--- config.mk ---
export PLATFORM = sky130hd
export DESIGN_NAME = binary_to_decimal_ascii
export DESIGN_NICKNAME = d
export VERILOG_FILES = /design/src/bda_pkg.sv /design/src/binary_to_decimal_ascii.sv
export SDC_FILE = /design/constraint.sdc
export NUM_CORES = 1
export LEC_CHECK = 0
export CAP_MARGIN = 40
export CORE_MARGIN = 3
export CORE_UTILIZATION = 55
export DETAILED_ROUTE_END_ITERATION = 7
export DONT_BUFFER_PORTS = 1
export GPL_TIMING_DRIVEN = 0
export PLACE_DENSITY = 0.7
export SYNTH_ARGS = -nofsm -noshare
export SYNTH_HDL_FRONTEND = slang
export SYNTH_SLANG_ARGS = --single-unit
--- constraint.sdc ---
create_clock -name clk_i -period 5 [get_ports clk_i]
set_input_delay 0.75 -clock clk_i [delete_from_list [all_inputs] [get_ports clk_i]]
set_output_delay 0.75 -clock clk_i [all_outputs]
set_load 0.005 [all_outputs]
--- src/bda_pkg.sv ---
// Package for the binary to decimal ASCII converter: widths, constants, types.
package bda_pkg;

  localparam int unsigned ValueW    = 32;
  localparam int unsigned CharW     = 6;
  localparam int unsigned DigitW    = 4;
  localparam int unsigned NumDigits = 10;
  localparam int unsigned BcdW      = NumDigits * DigitW;
  localparam int unsigned BitCntW   = $clog2(ValueW);
  localparam int unsigned DigCntW   = $clog2(NumDigits);

  localparam logic [CharW-1:0]   AsciiZero = CharW'(48);
  localparam logic [DigitW-1:0]  DabbleMin = DigitW'(5);
  localparam logic [DigitW-1:0]  DabbleAdd = DigitW'(3);
  localparam logic [BitCntW-1:0] LastBit   = BitCntW'(ValueW - 1);
  localparam logic [DigCntW-1:0] LastDigit = DigCntW'(NumDigits - 1);

  // Sequencer states, one-hot
  typedef enum logic [3:0] {
    StIdle = 4'b0001,
    StConv = 4'b0010,
    StSkip = 4'b0100,
    StEmit = 4'b1000
  } state_e;

  typedef logic [BcdW-1:0] bcd_t;

  // One double-dabble correction: add 3 to every digit of 5 or more
  function automatic bcd_t dabble_adjust(input bcd_t bcd);
    bcd_t res;
    res = bcd;
    for (int unsigned i = 0; i < NumDigits; i++) begin
      if (bcd[i*DigitW +: DigitW] >= DabbleMin) begin
        res[i*DigitW +: DigitW] = bcd[i*DigitW +: DigitW] + DabbleAdd;
      end
    end
    return res;
  endfunction

endpackage

--- src/binary_to_decimal_ascii.sv ---
// Top level: converts an unsigned 32-bit value to decimal ASCII digits, MSD first.
// Each transaction passes through accept in idle, one shift-add-3 step per input bit on
// the double-dabble unit, a skip state that drops leading zeros and then starts output,
// then an emit state that outputs the digits in order and holds while the output stalls.
// The input is stalled for the whole conversion; one value at a time.
// Asynchronous active-low reset returns the sequencer to idle, no output valid.
module binary_to_decimal_ascii
  import bda_pkg::*;
(
  input  logic              clk_i,
  input  logic              rst_ni,
  input  logic              in_valid_i,
  output logic              in_stall_o,
  input  logic [ValueW-1:0] value_i,
  output logic              out_valid_o,
  input  logic              out_stall_i,
  output logic [CharW-1:0]  digit_char_o,
  output logic              last_o
);

  state_e              state_q, state_d;
  logic [BitCntW-1:0]  bit_cnt_q, bit_cnt_d;
  logic [DigCntW-1:0]  dig_cnt_q, dig_cnt_d;
  logic [ValueW-1:0]   bin_q, bin_d;
  bcd_t                bcd_q, bcd_d;
  bcd_t                bcd_adj;
  logic [DigitW-1:0]   top_digit;

  assign bcd_adj   = dabble_adjust(bcd_q);
  assign top_digit = bcd_q[BcdW-1 -: DigitW];

  // Sequencer
  always_comb begin
    state_d   = state_q;
    bit_cnt_d = bit_cnt_q;
    dig_cnt_d = dig_cnt_q;
    bin_d     = bin_q;
    bcd_d     = bcd_q;
    case (state_q)
      StIdle: begin
        if (in_valid_i) begin
          bin_d     = value_i;
          bcd_d     = '0;
          bit_cnt_d = '0;
          state_d   = StConv;
        end
      end
      StConv: begin
        // adjust, then shift one binary bit into the BCD word
        {bcd_d, bin_d} = {bcd_adj, bin_q} << 1;
        bit_cnt_d      = bit_cnt_q + 1'b1;
        if (bit_cnt_q == LastBit) begin
          dig_cnt_d = '0;
          state_d   = StSkip;
        end
      end
      StSkip: begin
        // drop leading zeros, always keep the final digit
        if (top_digit == '0 && dig_cnt_q != LastDigit) begin
          bcd_d     = bcd_q << DigitW;
          dig_cnt_d = dig_cnt_q + 1'b1;
        end else begin
          state_d = StEmit;
        end
      end
      StEmit: begin
        if (!out_stall_i) begin
          if (dig_cnt_q == LastDigit) begin
            state_d = StIdle;
          end else begin
            bcd_d     = bcd_q << DigitW;
            dig_cnt_d = dig_cnt_q + 1'b1;
          end
        end
      end
      default: state_d = StIdle;
    endcase
  end

  // Control registers
  always_ff @(posedge clk_i or negedge rst_ni) begin
    if (!rst_ni) begin
      state_q   <= StIdle;
      bit_cnt_q <= '0;
      dig_cnt_q <= '0;
    end else begin
      state_q   <= state_d;
      bit_cnt_q <= bit_cnt_d;
      dig_cnt_q <= dig_cnt_d;
    end
  end

  // Datapath registers
  always_ff @(posedge clk_i) begin
    bin_q <= bin_d;
    bcd_q <= bcd_d;
  end

  assign in_stall_o   = (state_q != StIdle);
  assign out_valid_o  = (state_q == StEmit);
  assign digit_char_o = AsciiZero + CharW'(top_digit);
  assign last_o       = (dig_cnt_q == LastDigit);

endmodule
==> insert_results.sql <==
INSERT INTO impl_metrics (metric_group, metric, value, unit) VALUES
('timing', 'maxClockFrequency', '366', 'MHz'),
('synth', 'synth_instances', '466', ''),
('placement', 'dp.final_hpwl', '6540', 'um'),
('synth', 'synth_flop_cell', 'sky130_fd_sc_hd__edfxtp_1', ''),
('placement', 'placement.io_buffers', '0', ''),
('pwr', 'netSwitchingFraction', '39.9', '%'),
('setup_path', 'reg2reg_setup_slack', '2.27', 'ns'),
('status', 'outcome', 'complete, no violations', ''),
('final_layout', 'syn_to_final_growth', '8.78', '%'),
('timing', 'finalCriticalPeriod', '2.73', 'ns'),
('clocking', 'post-cts-setup-buffers', '0', ''),
('global_routing', 'antenna_violations_before_repair', '0', ''),
('placement', 'place_inst', '574', ''),
('detailed_routing', 'routed_wire_length_per_instance', '15.8', 'um'),
('setup_path', 'worstRegToRegCells', '8', ''),
('pwr', 'switchingPower', '1.43', 'mW'),
('final_layout', 'final_layout_size_suffix_gt1_share', '7.17', '%'),
('detailed_routing', 'drt_pass1_iterations', '4', ''),
('clocking', 'max-clock-path-buffers', '2', ''),
('final_layout', 'insertedDiodeCount', '0', ''),
('placement', 'pre_cts_slack', '2.29', 'ns'),
('setup_path', 'critical_path_class', 'reg -> reg', ''),
('synth', 'postSynthRegisterBits', '85', ''),
('detailed_routing', 'route.final.wire_length', '9340', 'um'),
('setup_path', 'critical_path_source_type', 'register', ''),
('setup_path', 'cp_data_arrival_time', '2.79', 'ns'),
('final_layout', 'utilization', '63.8', '%'),
('timing', 'timing.final.crit_share', '54.7', '%'),
('timing', 'finalMaxSlewViolations', '0', ''),
('synth', 'syn_area_per_cell', '10.0', 'sq um'),
('clocking', 'htreeDepth', '3', ''),
('pwr', 'internal-power', '2.15', 'mW'),
('clocking', 'tritoncts.num_buffers', '9', ''),
('timing', 'worst-slew-pin-transition', '0.768', 'ns'),
('setup_path', 'worst_r2r_endpoint', 'bcd_q[23]', ''),
('detailed_routing', 'viasPerCell', '5.70', ''),
('floorplan', 'chipHeight', '98.2', 'um'),
('setup_path', 'capturing_element_type_of_the_critical_path', 'register', ''),
('detailed_routing', 'drtAntennaViolNets', '0', ''),
('timing', 'finalHoldViolations', '0', ''),
('final_layout', 'finalNetCount', '544', ''),
('setup_path', 'timing_endpoint_of_the_critical_path', 'bcd_q[23]', ''),
('global_routing', 'first_global_vias', '3436', ''),
('global_routing', 'grt_overflow', '0', ''),
('setup_path', 'timing.rr.start', 'bcd_q[36]', ''),
('floorplan', 'floorplan.initialDensity', '58.7', '%'),
('clocking', 'tritoncts', 'built', ''),
('synth', 'ys_warnings', '0', ''),
('setup_path', 'cp.buffers_inverters', '3', ''),
('detailed_routing', 'drc_errors', '0', ''),
('pwr', 'p_seq_share', '42.1', '%'),
('global_routing', 'grt_max_degree', '23', ''),
('setup_path', 'critical-path-max-stage-delay', '0.48', 'ns'),
('timing', 'fin_skew', '0.0130', 'ns'),
('hold_path', 'min_path_type', 'in -> async', ''),
('clocking', 'clock_latency', '0.35', 'ns'),
('pwr', 'power.clock.fraction', '15.1', '%'),
('setup_path', 'path_max_fanout', '11', ''),
('clocking', 'number_of_clock_sinks', '85', ''),
('synth', 'synth_sequential_area_ratio', '53.2', '%'),
('clocking', 'post_cts_hold_buffer_count', '0', ''),
('floorplan', 'std_cell_rows', '32', ''),
('pwr', 'power_frac_comb', '42.8', '%'),
('floorplan', 'die_area', '9640', 'sq um'),
('clocking', 'worst_setup_hold_path_clk_slew', '0.09', 'ns'),
('setup_path', 'crit_chain', 'inv_1 > ha_1 > or3b_2 > o21ai_1 > nand2_1 > nor3_2 > buf_4 > buf_6', ''),
('clocking', 'cts-resized-gates', '0', ''),
('timing', 'worst_case_headroom_to_the_max_slew_limit', '48.6', '%'),
('pwr', 'power_density_over_cell_area', '704', 'nW/um^2'),
('global_routing', 'track_usage', '20.3', '%'),
('placement', 'globalplace.congestion', '0.843', '');
metal layers:
metal / up-vias / part of all wire, % / track usage (%)
met5: - / 0 / 0
met4: 0 / 1.1 / 6.51
met3: 8 / 5.4 / 6.00
met2: 75 / 49 / 33.3
met1: 1609 / 44 / 26.0
li1: 1672 / - / -
logic make-up after synthesis:
family                   share of synthesized area (%)
multiplexers                                     0.214
XOR/XNOR                                          3.19
AND/OR/NAND/NOR                                   19.9
adder cells (fa/ha/maj)                           6.69
other                                           0.0802
buffers and inverters                             4.34
AO/OA/AOI/OAI                                     12.4
flip-flops                                        53.2
final cells by class:
cell class	count	area, sq um
inverter	21	78.8
sequential	85	2490
buffer	26	124
multi-input combinational	335	1990
tap	102	128
timing repair buffer	5	52.6
fill	648	2880
clock buffer	10	128
clock inverter	6	93.8
power groups by stage:
stage               clock, mW  sequential (mW)  combinational (mW)
global placement            0             1.52                1.36
floorplan                   0             1.48                1.13
detailed placement          0             1.52                1.53
CTS                     0.557             1.51                1.54
global route            0.589             1.55                1.74
finish                  0.543             1.51                1.53
cell usage after synthesis (all sizes together), types with 10 or more instances:
| cell type | count | area share (%) |
|---|---|---|
| nor3b | 14 | 2.2 |
| o21ai | 33 | 3.5 |
| a21oi | 27 | 2.9 |
| xnor2 | 12 | 2.2 |
| o22ai | 14 | 1.9 |
| nand2b | 10 | 1.3 |
| clkbuf | 16 | 1.3 |
| ha | 25 | 6.7 |
| edfxtp | 72 | 46 |
| nand2 | 123 | 9.9 |
| buf | 10 | 1.4 |
| inv | 21 | 1.7 |
| dfrtp | 12 | 6.4 |
| nor2 | 11 | 0.88 |
through the flow:
step	instance area, sq um	hold WS, ns	setup TNS (ns)	power, mW
2_1_floorplan	4680	0.454	0	2.61
3_3_place_gp	4810	0.455	-38.85	2.88
3_5_place_dp	4860	0.455	0	3.05
4_1_cts	5080	0.0619	0	3.60
5_1_grt	5080	0.0439	0	3.88
6_report	5080	0.0853	0	3.58
flip-flops by register name (all words and copies together) (netlist names):
signal     flops
bcd_q         40
dig_cnt_q      4
state_q        4
bin_q         32
bit_cnt_q      5
how the worst min path moves through the flow:
stage           start           end  slack (ns)  cells after the start
2_1_floorplan  rst_ni  bit_cnt_q[0]        0.45                      0
5_1_grt        rst_ni    state_q[3]        0.04                      0
4_1_cts        rst_ni  bit_cnt_q[2]        0.06                      0
3_3_place_gp   rst_ni    state_q[1]        0.45                      0
3_5_place_dp   rst_ni    state_q[1]        0.45                      0
6_report       rst_ni  bit_cnt_q[0]        0.09                      0
cell usage in the layout, fill, tap and decap left out, types with 3 or more instances in the layout:
cell	netlist	layout
sky130_fd_sc_hd__nand3b_1	3	3
sky130_fd_sc_hd__nor3b_1	14	14
sky130_fd_sc_hd__nand2b_1	10	10
sky130_fd_sc_hd__nand2_1	123	123
sky130_fd_sc_hd__buf_2	3	3
sky130_fd_sc_hd__a22o_1	9	9
sky130_fd_sc_hd__dfrtp_1	12	12
sky130_fd_sc_hd__o22ai_1	14	14
sky130_fd_sc_hd__buf_4	6	8
sky130_fd_sc_hd__nor2_1	11	11
sky130_fd_sc_hd__nand3_1	6	6
sky130_fd_sc_hd__edfxtp_1	72	72
sky130_fd_sc_hd__clkbuf_8	0	9
sky130_fd_sc_hd__ha_1	25	25
sky130_fd_sc_hd__nor3_1	5	4
sky130_fd_sc_hd__xor2_1	5	5
sky130_fd_sc_hd__o21ai_0	32	32
sky130_fd_sc_hd__xnor2_1	12	12
sky130_fd_sc_hd__inv_1	21	21
sky130_fd_sc_hd__clkbuf_1	16	17
sky130_fd_sc_hd__a21oi_1	27	27
sky130_fd_sc_hd__o32ai_1	4	4
sky130_fd_sc_hd__nor2b_1	3	3
No activity file was read; power rests on OpenSTA's default activity.
